<file path="config.mk">
export PLATFORM = sky130hd
export DESIGN_NAME = delta_list_timer_queue_flat
export DESIGN_NICKNAME = d
export VERILOG_FILES = /design/src/dltq_pkg.sv /design/src/dltq_if.sv /design/src/dltq_mem.sv /design/src/dltq_ctrl.sv /design/src/delta_list_timer_queue.sv /design/src/flat_wrapper.sv
export SDC_FILE = /design/constraint.sdc
export NUM_CORES = 2
export LEC_CHECK = 0
export BUFFER_PORTS_ARGS = -buffer_cell sky130_fd_sc_hd__buf_2
export CAP_MARGIN = 20
export CELL_PAD_IN_SITES_DETAIL_PLACEMENT = 0
export CELL_PAD_IN_SITES_GLOBAL_PLACEMENT = 1
export CORE_MARGIN = 3
export CORE_UTILIZATION = 32
export CTS_CLUSTER_SIZE = 16
export DETAILED_ROUTE_END_ITERATION = 6
export PLACE_DENSITY = 0.65
export SLEW_MARGIN = 20
export SYNTH_ARGS = -nofsm -noshare
export SYNTH_HDL_FRONTEND = slang
export SYNTH_SLANG_ARGS = --single-unit
</file>
<file path="constraint.sdc">
create_clock -name clock -period 5.8 [get_ports clock]
set_clock_uncertainty 0.2 [all_clocks]
set_input_delay 0.58 -clock clock [delete_from_list [all_inputs] [get_ports clock]]
set_output_delay 0.58 -clock clock [all_outputs]
set_load 0.01 [all_outputs]
</file>
<file path="src/dltq_pkg.sv">
package dltq_pkg;
   localparam int QUEUE_DEPTH_DEF = 16;
   localparam int DELAY_WIDTH_DEF = 24;
   localparam int ID_WIDTH_DEF    = 16;
   localparam int MAX_RESULTS     = 16;

   typedef enum logic [1:0] {
      OP_TICK   = 2'd0,
      OP_SLEEP  = 2'd1,
      OP_SCHED  = 2'd2,
      OP_CANCEL = 2'd3
   } opcode_type;

   typedef enum logic [1:0] {
      ST_OK        = 2'd0,
      ST_FULL      = 2'd1,
      ST_NO_IDS    = 2'd2,
      ST_NOT_FOUND = 2'd3
   } status_type;

   typedef enum logic [3:0] {
      S_IDLE,
      S_INS_CMP,
      S_INS_LINK,
      S_INS_PATCH,
      S_CAN_CMP,
      S_TICK_CMP,
      S_TICK_REST,
      S_TICK_END,
      S_OUT
   } state_type;

   typedef struct packed {
      logic       event_valid;
      logic       event_kind;
      logic [15:0] event_handle;
      logic [15:0] assigned_id;
      logic       resched;
      status_type status;
      logic       last;
   } rsp_type;
endpackage

</file>
<file path="src/dltq_if.sv">
interface dltq_req_if;
   import dltq_pkg::*;
   logic        valid;
   logic        ready;
   logic [1:0]  opcode;
   logic [23:0] delay_ticks;
   logic [7:0]  elapsed_ticks;
   logic [15:0] handle;
   modport source (output valid, opcode, delay_ticks, elapsed_ticks, handle, input ready);
   modport sink (input valid, opcode, delay_ticks, elapsed_ticks, handle, output ready);
endinterface

interface dltq_rsp_if;
   logic        valid;
   logic        ready;
   logic        event_valid;
   logic        event_kind;
   logic [15:0] event_handle;
   logic [15:0] assigned_id;
   logic        resched;
   logic [1:0]  status;
   logic        last;
   modport source (output valid, event_valid, event_kind, event_handle, assigned_id,
                   resched, status, last, input ready);
   modport sink (input valid, event_valid, event_kind, event_handle, assigned_id,
                 resched, status, last, output ready);
endinterface

</file>
<file path="src/dltq_mem.sv">
module dltq_mem #(
   parameter int DEPTH = 16,
   parameter int WIDTH = 8
) (
   input  logic                     clock,
   input  logic                     wr_en,
   input  logic [$clog2(DEPTH)-1:0] wr_addr,
   input  logic [WIDTH-1:0]         wr_data,
   input  logic [$clog2(DEPTH)-1:0] rd_addr,
   output logic [WIDTH-1:0]         rd_data
);
   logic [WIDTH-1:0] mem [DEPTH];

   always_ff @(posedge clock) begin
      if (wr_en) begin
         mem[wr_addr] <= wr_data;
      end
      rd_data <= mem[rd_addr];
   end
endmodule

</file>
<file path="src/dltq_ctrl.sv">
module dltq_ctrl #(
   parameter int QUEUE_DEPTH = dltq_pkg::QUEUE_DEPTH_DEF,
   parameter int DELAY_WIDTH = dltq_pkg::DELAY_WIDTH_DEF,
   parameter int ID_WIDTH    = dltq_pkg::ID_WIDTH_DEF
) (
   input  logic       clock,
   input  logic       reset,
   dltq_req_if.sink   req,
   dltq_rsp_if.source rsp
);
   import dltq_pkg::*;

   localparam int AW = (QUEUE_DEPTH > 1) ? $clog2(QUEUE_DEPTH) : 1;
   localparam int CW = $clog2(QUEUE_DEPTH + 1);
   localparam int HW = 16;
   localparam int EW = DELAY_WIDTH + 1 + HW + 1 + AW;
   localparam int RW = $clog2(MAX_RESULTS + 1);

   // entry word: {delta, kind, handle, cancelled, next}
   logic          we;
   logic [AW-1:0] wa, ra;
   logic [EW-1:0] wd, rd;

   dltq_mem #(.DEPTH(QUEUE_DEPTH), .WIDTH(EW)) u_mem (
      .clock(clock), .wr_en(we), .wr_addr(wa), .wr_data(wd), .rd_addr(ra), .rd_data(rd)
   );

   logic [DELAY_WIDTH-1:0] rd_delta;
   logic                   rd_kind, rd_canc;
   logic [HW-1:0]          rd_hnd;
   logic [AW-1:0]          rd_next;
   assign {rd_delta, rd_kind, rd_hnd, rd_canc, rd_next} = rd;

   state_type              state_ff, state_in;
   logic [AW-1:0]          head_ff, head_in;
   logic [CW-1:0]          count_ff, count_in;
   logic [QUEUE_DEPTH-1:0] free_ff, free_in;
   logic [ID_WIDTH-1:0]    nid_ff, nid_in;
   logic [DELAY_WIDTH-1:0] t_ff, t_in;
   logic [HW-1:0]          hnd_ff, hnd_in;
   logic                   kind_ff, kind_in;
   logic [AW-1:0]          cur_ff, cur_in, prev_ff, prev_in, slot_ff, slot_in;
   logic                   hasp_ff, hasp_in;
   logic [CW-1:0]          i_ff, i_in;
   logic [RW-1:0]          n_ff, n_in;
   logic                   any_ff, any_in;
   logic [AW-1:0]          pnext_ff, pnext_in;
   logic                   pkind_ff, pkind_in, pcanc_ff, pcanc_in;
   logic [DELAY_WIDTH-1:0] pdelta_ff, pdelta_in;
   logic [HW-1:0]          phnd_ff, phnd_in;
   logic                   ov_ff, ov_in;
   rsp_type                o_ff, o_in;
   logic                   pv_ff, pv_in;
   rsp_type                hold_ff, hold_in;
   logic                   o_free;
   logic                   emit;

   always_ff @(posedge clock) begin
      if (reset) begin
         state_ff <= S_IDLE;
         head_ff  <= '0;
         count_ff <= '0;
         free_ff  <= '1;
         nid_ff   <= ID_WIDTH'(1);
         ov_ff    <= 1'b0;
      end else begin
         state_ff <= state_in;
         head_ff  <= head_in;
         count_ff <= count_in;
         free_ff  <= free_in;
         nid_ff   <= nid_in;
         ov_ff    <= ov_in;
      end
      t_ff <= t_in; hnd_ff <= hnd_in; kind_ff <= kind_in;
      cur_ff <= cur_in; prev_ff <= prev_in; slot_ff <= slot_in; hasp_ff <= hasp_in;
      i_ff <= i_in; n_ff <= n_in; any_ff <= any_in; o_ff <= o_in;
      pv_ff <= pv_in; hold_ff <= hold_in;
      pnext_ff <= pnext_in; pkind_ff <= pkind_in; pcanc_ff <= pcanc_in;
      pdelta_ff <= pdelta_in; phnd_ff <= phnd_in;
   end

   // first free slot
   logic [AW-1:0] fslot;
   always_comb begin
      fslot = '0;
      for (int k = QUEUE_DEPTH - 1; k >= 0; k--) begin
         if (free_ff[k]) fslot = AW'(k);
      end
   end

   function automatic rsp_type mk(logic v, logic k, logic [HW-1:0] h,
                                  logic [HW-1:0] id, logic rs, status_type st,
                                  logic l);
      rsp_type r;
      r.event_valid  = v;
      r.event_kind   = k;
      r.event_handle = h;
      r.assigned_id  = id;
      r.resched      = rs;
      r.status       = st;
      r.last         = l;
      return r;
   endfunction

   assign req.ready = (state_ff == S_IDLE);
   assign o_free    = !ov_ff || rsp.ready;
   assign emit      = !(rd_kind && rd_canc);

   always_comb begin
      state_in = state_ff; head_in = head_ff; count_in = count_ff; free_in = free_ff;
      nid_in = nid_ff; t_in = t_ff; hnd_in = hnd_ff; kind_in = kind_ff;
      cur_in = cur_ff; prev_in = prev_ff; slot_in = slot_ff; hasp_in = hasp_ff;
      i_in = i_ff; n_in = n_ff; any_in = any_ff; o_in = o_ff;
      pv_in = pv_ff; hold_in = hold_ff;
      pnext_in = pnext_ff; pkind_in = pkind_ff; pcanc_in = pcanc_ff;
      pdelta_in = pdelta_ff; phnd_in = phnd_ff;
      we = 1'b0; wa = cur_ff; wd = rd; ra = cur_ff;

      // drop the result register once taken
      ov_in = ov_ff && !rsp.ready;

      case (state_ff)
         S_IDLE: begin
            ra = head_ff;
            if (req.valid) begin
               t_in    = DELAY_WIDTH'(req.delay_ticks);
               hnd_in  = req.handle;
               cur_in  = head_ff;
               slot_in = fslot;
               i_in    = '0;
               n_in    = '0;
               any_in  = 1'b0;
               hasp_in = 1'b0;
               pv_in   = 1'b0;
               hold_in = mk(1'b0, 1'b0, '0, '0, 1'b0, ST_OK, 1'b1);
               case (opcode_type'(req.opcode))
                  OP_TICK: begin
                     t_in = DELAY_WIDTH'(req.elapsed_ticks);
                     state_in = (count_ff != '0) ? S_TICK_CMP : S_TICK_END;
                  end
                  OP_SLEEP: begin
                     kind_in = 1'b0;
                     if (count_ff >= CW'(QUEUE_DEPTH)) begin
                        hold_in.status = ST_FULL;
                        state_in = S_OUT;
                     end else begin
                        state_in = (count_ff != '0) ? S_INS_CMP : S_INS_LINK;
                     end
                  end
                  OP_SCHED: begin
                     kind_in = 1'b1;
                     if (count_ff >= CW'(QUEUE_DEPTH)) begin
                        hold_in.status = ST_FULL;
                        state_in = S_OUT;
                     end else if (nid_ff == '0) begin
                        hold_in.status = ST_NO_IDS;
                        state_in = S_OUT;
                     end else begin
                        hnd_in = HW'(nid_ff);
                        hold_in.assigned_id = HW'(nid_ff);
                        nid_in = nid_ff + ID_WIDTH'(1);
                        state_in = (count_ff != '0) ? S_INS_CMP : S_INS_LINK;
                     end
                  end
                  OP_CANCEL: begin
                     if (count_ff != '0) begin
                        state_in = S_CAN_CMP;
                     end else begin
                        hold_in.status = ST_NOT_FOUND;
                        state_in = S_OUT;
                     end
                  end
                  default: state_in = S_IDLE;
               endcase
            end
         end
         S_INS_CMP: begin
            if (t_ff < rd_delta) begin
               we = 1'b1;
               wd = {rd_delta - t_ff, rd_kind, rd_hnd, rd_canc, rd_next};
               state_in = S_INS_LINK;
            end else begin
               t_in = t_ff - rd_delta;
               prev_in = cur_ff; hasp_in = 1'b1;
               pnext_in = rd_next; pkind_in = rd_kind; pcanc_in = rd_canc;
               pdelta_in = rd_delta; phnd_in = rd_hnd;
               cur_in = rd_next;
               ra = rd_next;
               i_in = i_ff + CW'(1);
               state_in = (i_ff + CW'(1) < count_ff) ? S_INS_CMP : S_INS_LINK;
            end
         end
         S_INS_LINK: begin
            we = 1'b1; wa = slot_ff;
            wd = {t_ff, kind_ff, hnd_ff, 1'b0, hasp_ff ? pnext_ff : head_ff};
            free_in[slot_ff] = 1'b0;
            count_in = count_ff + CW'(1);
            if (hasp_ff) begin
               state_in = S_INS_PATCH;
            end else begin
               head_in = slot_ff;
               state_in = S_OUT;
            end
         end
         S_INS_PATCH: begin
            // patch predecessor link
            we = 1'b1; wa = prev_ff;
            wd = {pdelta_ff, pkind_ff, phnd_ff, pcanc_ff, slot_ff};
            state_in = S_OUT;
         end
         S_CAN_CMP: begin
            if (rd_kind && rd_hnd == hnd_ff) begin
               we = 1'b1;
               wd = {rd_delta, rd_kind, rd_hnd, 1'b1, rd_next};
               state_in = S_OUT;
            end else if (i_ff + CW'(1) >= count_ff) begin
               hold_in.status = ST_NOT_FOUND;
               state_in = S_OUT;
            end else begin
               cur_in = rd_next;
               ra = rd_next;
               i_in = i_ff + CW'(1);
            end
         end
         S_TICK_CMP: begin
            if (rd_delta > t_ff) begin
               we = 1'b1;
               wd = {rd_delta - t_ff, rd_kind, rd_hnd, rd_canc, rd_next};
               state_in = S_TICK_END;
            end else if (!(emit && pv_ff) || o_free) begin
               t_in = t_ff - rd_delta;
               any_in = 1'b1;
               head_in = rd_next; cur_in = rd_next;
               ra = rd_next;
               free_in[cur_ff] = 1'b1;
               count_in = count_ff - CW'(1);
               if (emit) begin
                  // hand out the held event, hold the new one
                  if (pv_ff) begin
                     o_in = hold_ff;
                     ov_in = 1'b1;
                  end
                  hold_in = mk(1'b1, rd_kind, rd_hnd, '0, 1'b1, ST_OK, 1'b0);
                  pv_in = 1'b1;
                  n_in = n_ff + RW'(1);
               end
               if (count_ff == CW'(1)) begin
                  state_in = S_TICK_END;
               end else if (emit && n_ff + RW'(1) == RW'(MAX_RESULTS)) begin
                  state_in = S_TICK_REST;
               end
            end
         end
         S_TICK_REST: begin
            // saturating subtract of leftover ticks from the new head
            if (t_ff != '0) begin
               we = 1'b1;
               wd = {(rd_delta > t_ff) ? (rd_delta - t_ff) : {DELAY_WIDTH{1'b0}},
                     rd_kind, rd_hnd, rd_canc, rd_next};
            end
            state_in = S_TICK_END;
         end
         S_TICK_END: begin
            if (pv_ff) hold_in.last = 1'b1;
            else hold_in = mk(1'b0, 1'b0, '0, '0, any_ff, ST_OK, 1'b1);
            state_in = S_OUT;
         end
         S_OUT: begin
            if (o_free) begin
               o_in = hold_ff;
               ov_in = 1'b1;
               pv_in = 1'b0;
               state_in = S_IDLE;
            end
         end
         default: state_in = S_IDLE;
      endcase
   end

   assign rsp.valid        = ov_ff;
   assign rsp.event_valid  = o_ff.event_valid;
   assign rsp.event_kind   = o_ff.event_kind;
   assign rsp.event_handle = o_ff.event_handle;
   assign rsp.assigned_id  = o_ff.assigned_id;
   assign rsp.resched      = o_ff.resched;
   assign rsp.status       = o_ff.status;
   assign rsp.last         = o_ff.last;
endmodule

</file>
<file path="src/delta_list_timer_queue.sv">
// Timer queue kept as a delta list in one entry memory.
// Channels: req (opcode, delay_ticks, elapsed_ticks, handle) and rsp
// (event_valid, event_kind, event_handle, assigned_id, resched, status,
// last); each transfer needs valid and ready high at a clock edge.
// Insert and cancel give one result, a tick one or more, the last with last set.
// Steps: an insert compares one entry per cycle, then links and patches;
// a cancel walks the list until a scheduled handle matches; a tick removes
// each expired entry, then lowers the delta of the first entry that stays,
// or of the new head when the result limit stops it, and then closes.
// Rate is set by the single read port of the entry memory; one item is
// worked on at a time and the next is taken the cycle after its last
// result is loaded.
// Reset empties the list, frees every slot and sets the id counter to one;
// the entry memory needs no clearing pass.
// When the receiver stalls, the result register holds; a tick walk waits
// for the register before it hands out each event, and a new request is
// taken while the last result of the previous one still waits.
module delta_list_timer_queue #(
   parameter int QUEUE_DEPTH = dltq_pkg::QUEUE_DEPTH_DEF,
   parameter int DELAY_WIDTH = dltq_pkg::DELAY_WIDTH_DEF,
   parameter int ID_WIDTH    = dltq_pkg::ID_WIDTH_DEF
) (
   input  logic       clock,
   input  logic       reset,
   dltq_req_if.sink   req,
   dltq_rsp_if.source rsp
);
   import dltq_pkg::*;

   // hold all list control and the entry memory in one walker
   dltq_ctrl #(.QUEUE_DEPTH(QUEUE_DEPTH), .DELAY_WIDTH(DELAY_WIDTH),
               .ID_WIDTH(ID_WIDTH)) u_ctrl (
      .clock(clock), .reset(reset), .req(req), .rsp(rsp)
   );
endmodule

</file>
<file path="src/flat_wrapper.sv">
// flat-port wrapper written by rule: the top's interface ports become plain ports
module delta_list_timer_queue_flat import dltq_pkg::*;
#(
   parameter int QUEUE_DEPTH = dltq_pkg::QUEUE_DEPTH_DEF,
   parameter int DELAY_WIDTH = dltq_pkg::DELAY_WIDTH_DEF,
   parameter int ID_WIDTH    = dltq_pkg::ID_WIDTH_DEF
)
  (clock, reset, req_valid, req_opcode, req_delay_ticks, req_elapsed_ticks, req_handle, req_ready, rsp_valid, rsp_event_valid, rsp_event_kind, rsp_event_handle, rsp_assigned_id, rsp_resched, rsp_status, rsp_last, rsp_ready);
  dltq_req_if req_i ();
  dltq_rsp_if rsp_i ();
  input  logic clock;
  input  logic reset;
  input wire logic [$bits(req_i.valid)-1:0] req_valid;
  input wire logic [$bits(req_i.opcode)-1:0] req_opcode;
  input wire logic [$bits(req_i.delay_ticks)-1:0] req_delay_ticks;
  input wire logic [$bits(req_i.elapsed_ticks)-1:0] req_elapsed_ticks;
  input wire logic [$bits(req_i.handle)-1:0] req_handle;
  output wire logic [$bits(req_i.ready)-1:0] req_ready;
  output wire logic [$bits(rsp_i.valid)-1:0] rsp_valid;
  output wire logic [$bits(rsp_i.event_valid)-1:0] rsp_event_valid;
  output wire logic [$bits(rsp_i.event_kind)-1:0] rsp_event_kind;
  output wire logic [$bits(rsp_i.event_handle)-1:0] rsp_event_handle;
  output wire logic [$bits(rsp_i.assigned_id)-1:0] rsp_assigned_id;
  output wire logic [$bits(rsp_i.resched)-1:0] rsp_resched;
  output wire logic [$bits(rsp_i.status)-1:0] rsp_status;
  output wire logic [$bits(rsp_i.last)-1:0] rsp_last;
  input wire logic [$bits(rsp_i.ready)-1:0] rsp_ready;
  assign req_i.valid = req_valid;
  assign req_i.opcode = req_opcode;
  assign req_i.delay_ticks = req_delay_ticks;
  assign req_i.elapsed_ticks = req_elapsed_ticks;
  assign req_i.handle = req_handle;
  assign req_ready = req_i.ready;
  assign rsp_valid = rsp_i.valid;
  assign rsp_event_valid = rsp_i.event_valid;
  assign rsp_event_kind = rsp_i.event_kind;
  assign rsp_event_handle = rsp_i.event_handle;
  assign rsp_assigned_id = rsp_i.assigned_id;
  assign rsp_resched = rsp_i.resched;
  assign rsp_status = rsp_i.status;
  assign rsp_last = rsp_i.last;
  assign rsp_i.ready = rsp_ready;
  delta_list_timer_queue #(.QUEUE_DEPTH(QUEUE_DEPTH), .DELAY_WIDTH(DELAY_WIDTH), .ID_WIDTH(ID_WIDTH)) u_core (.clock(clock), .reset(reset), .req(req_i), .rsp(rsp_i));
endmodule
</file>
==> metrics.cfg <==
[synth]
synth_nets = 3734
yosysUniqueCellTypes = 72
synth_top_cells_by_area = edfxtp_1 (64%), nand2_1 (5.5%), dfxtp_1 (4.2%)
yosysMostFrequentCell = edfxtp_1
syn_area_mm2 = 0.0436
yosysTopAreaCell = edfxtp_1
synth_top_area_share_pct = 63.7
netlist_top_cells_count = edfxtp_1 (924), nand2_1 (643), nor2_1 (426), nand3_1 (306), o21ai_0 (166)
ys_warn_count = 0
ys_seq_area_share_pct = 67.9
synthCells = 3613
ys_ff_latch = 1016
ys.flop_type = edfxtp_1
synth_area_per_cell_um2 = 12.1
synth_edf_count = 924
ys_async_sr_fraction_pct = 0

[critical_path]
crit_end = u_core.u_ctrl.u_mem.rd_data[44]
r2r_slack_ns = 0.37
worstReg2RegStart = u_core.u_ctrl.t_ff[0]
r2r_end = u_core.u_ctrl.u_mem.rd_data[44]
path_class = flop to flop
worst_setup_path_start_kind = flop
cp_data_arrival_time_ns = 5.76
required_ns = 6.13
reg2reg_depth = 18
critPathMaxFanout = 14
crit_path_end_kind = flop
startpoint = u_core.u_ctrl.t_ff[0]

[timing]
hold_violations = 0
min_period_over_period_pct = 93.6
setup_viol = 0
rsz0062_at_grt = no
fin_setup_tns_ns = 0
period_needed_ns = 5.43
drv_slew = 0
slew_headroom_pct = 28.5
worstMarginPinSlew_ns = 1.07
fmax_ghz = 0.184

[clock_network]
numCtsBuffers = 103
clock_latency_ns = 0.71
clk_pin_slew_ns = 0.06
max-clock-path-buffers = 3
clk_root_buffer_cell = clkbuf_16
clock-sinks = 1016
cts_htree_levels = 3
cts_tree = done
cts_resized = 0
postCtsSetupBuffers = 0

[power]
p_leak_nw = 17.6
irDropWorstVdd_v = 0.000520
powerDensity_mw_per_mm2 = 663

[drt]
final_antenna_net_count = 0
wl_mm = 121
drtPass1Iterations = 6
first_iter_violations = 2431
viasPerCell = 5.07
routedWlPerCell_um = 21.5
vias = 28600
drc = 0

[floorplan]
dieArea_mm2 = 0.141
die_x_um = 375
die_h_um = 375
pin_count = 94
initial_utilization_pct = 32.5
coreArea_mm2 = 0.134
num_rows = 134

[final_layout]
fin_nets = 3901
areaGrowthSynthToFinish_pct = 16.8
n_antenna_cell = 0
drive_gt1_share_pct = 13.2
final_core_util_pct = 37.9

[grt]
grt_max_degree = 66
grt_pass1_vias = 27300
grt_overflow_total = 0
grtUsageTotal_pct = 16.8
grt_pass1_wl_mm = 180
antenna_found_initial = 0

[place]
gp_congestion = 0.807
hpwl_mm = 73.1
port_buffers = 93

[job]
maxCapViolCount = 0

[min_path]
hold_class = input port to flop

[status]
status = completed

[stage by stage]
step	instance area (um^2)	setup WS [ns]	total power (W)	instances	hold slack [ns]
after floorplan	43600	0.789	0.0211	3613	0.200
after global placement	47000	0.456	0.0269	5412	0.202
after detailed placement	47000	0.401	0.0270	5412	0.205
after CTS	50800	0.367	0.0340	5636	0.00603
after global routing	50900	0.192	0.0358	5637	0.0570
final	50900	0.369	0.0337	5637	0.0671
[critical path, stage by stage (launching register included)]
cell and delay (ns):
edfxtp_1 0.42, inv_1 0.06, ha_1 0.21, fa_1 0.40
nand2b_1 0.19, a21oi_1 0.32, o221a_2 0.28, o211ai_1 0.15
a211oi_1 0.65, o21ai_1 0.27, nand3_1 0.16, buf_4 0.20
a221oi_1 0.10, buf_4 0.19, and3_2 0.40, buf_12 0.25
nand3_1 0.07, nand4_1 0.13, a221oi_2 0.59
[cell type report]
type / instances / area (um^2)
inverters: 91 / 342
fillers: 12800 / 83400
flip-flops and latches: 1016 / 29600
well taps: 1768 / 2210
repair buffers: 263 / 2280
clock inverters: 49 / 572
clock buffers: 145 / 2960
multi-input cells: 2305 / 12900
[worst min-delay path by stage]
| stage | to | cells past startpoint | slack (ns) | from |
|---|---|---|---|---|
| floorplan | u_core.u_ctrl.rsp.assigned_id[0] | 0 | 0.20 | u_core.u_ctrl.hold_ff[4] |
| global placement | u_core.u_ctrl.rsp.assigned_id[6] | 0 | 0.20 | u_core.u_ctrl.hold_ff[10] |
| detailed placement | u_core.u_ctrl.rsp.assigned_id[15] | 0 | 0.20 | u_core.u_ctrl.hold_ff[19] |
| CTS | u_core.u_ctrl.t_ff[1] | 3 | 0.006 | req_elapsed_ticks[1] |
| global route | u_core.u_ctrl.t_ff[1] | 3 | 0.06 | req_elapsed_ticks[1] |
| finish | u_core.u_ctrl.t_ff[1] | 3 | 0.07 | req_elapsed_ticks[1] |
[kinds of logic (layout without fill, tap and decap cells)]
| family | count (synthesis) | after routing | share of synthesized area (%) |
|---|---|---|---|
| AND/OR/NAND/NOR | 1624 | 1624 | 16.4 |
| AO/OA/AOI/OAI | 464 | 464 | 7.41 |
| multiplexers | 71 | 71 | 1.68 |
| adder cells (fa/ha/maj) | 67 | 67 | 1.96 |
| buffers and inverters | 292 | 548 | 3.05 |
| XOR/XNOR | 79 | 79 | 1.59 |
| flip-flops | 1016 | 1016 | 67.9 |
[routing by layer]
layer / global-route usage (%) / up-vias / part of all wire (%)
met3: 1.91 / 141 / 5.2
li1: - / 13400 / -
met4: 4.50 / 0 / 1.8
met2: 27.8 / 823 / 48
met5: 0 / - / 0
met1: 23.5 / 14200 / 45
[repair_timing]
action / in CTS / in global routing
endpoints found under the setup margin: 0 / 0
hold buffers: 30 / 0
endpoints found under the hold margin: 28 / 0
[cells in the final DEF (no fill, tap or decap), types with 12 or more instances in the layout]
| cell | n |
|---|---|
| mux2_2 | 16 |
| nor2b_1 | 22 |
| nand3_1 | 306 |
| buf_4 | 102 |
| and2_1 | 41 |
| o21a_1 | 12 |
| xnor2_1 | 51 |
| nor4_1 | 24 |
| nand3b_1 | 15 |
| clkinv_2 | 16 |
| dlygate4sd3_1 | 30 |
| clkbuf_16 | 109 |
| mux2i_1 | 55 |
| a21o_1 | 13 |
| o21ai_0 | 166 |
| a221oi_2 | 40 |
| nand2_1 | 642 |
| a21oi_1 | 87 |
| buf_12 | 37 |
| xor2_1 | 28 |
| o21ai_1 | 16 |
| nor2_4 | 19 |
| a21oi_2 | 16 |
| buf_2 | 94 |
| a221o_1 | 19 |
| dfxtp_1 | 91 |
| ha_1 | 65 |
| nand4_1 | 64 |
| nor2_1 | 406 |
| inv_1 | 89 |
| clkbuf_1 | 26 |
| nor3_1 | 26 |
| o221ai_1 | 18 |
| nand2b_1 | 16 |
| edfxtp_1 | 924 |
[power by group]
group	total, W	internal (W)	leakage, nW	switching (W)
Sequential	0.0115	0.0106	9.15	0.000833
Combinational	0.0154	0.00500	6.75	0.0104
Clock	0.00687	0.00403	1.72	0.00284
[registers in the layout, indices dropped and copies added, names as in the netlist, 16 cells and up]
| name | count |
|---|---|
| u_core.u_ctrl.free_ff | 16 |
| u_core.u_ctrl.hnd_ff | 16 |
| u_core.u_ctrl.hold_ff | 38 |
| u_core.u_ctrl.nid_ff | 16 |
| u_core.u_ctrl.pdelta_ff | 24 |
| u_core.u_ctrl.phnd_ff | 16 |
| u_core.u_ctrl.rsp.assigned_id | 16 |
| u_core.u_ctrl.rsp.event_handle | 16 |
| u_core.u_ctrl.t_ff | 24 |
| u_core.u_ctrl.u_mem.mem | 736 |
| u_core.u_ctrl.u_mem.rd_data | 46 |
No activity file was read; power rests on OpenSTA's default activity.
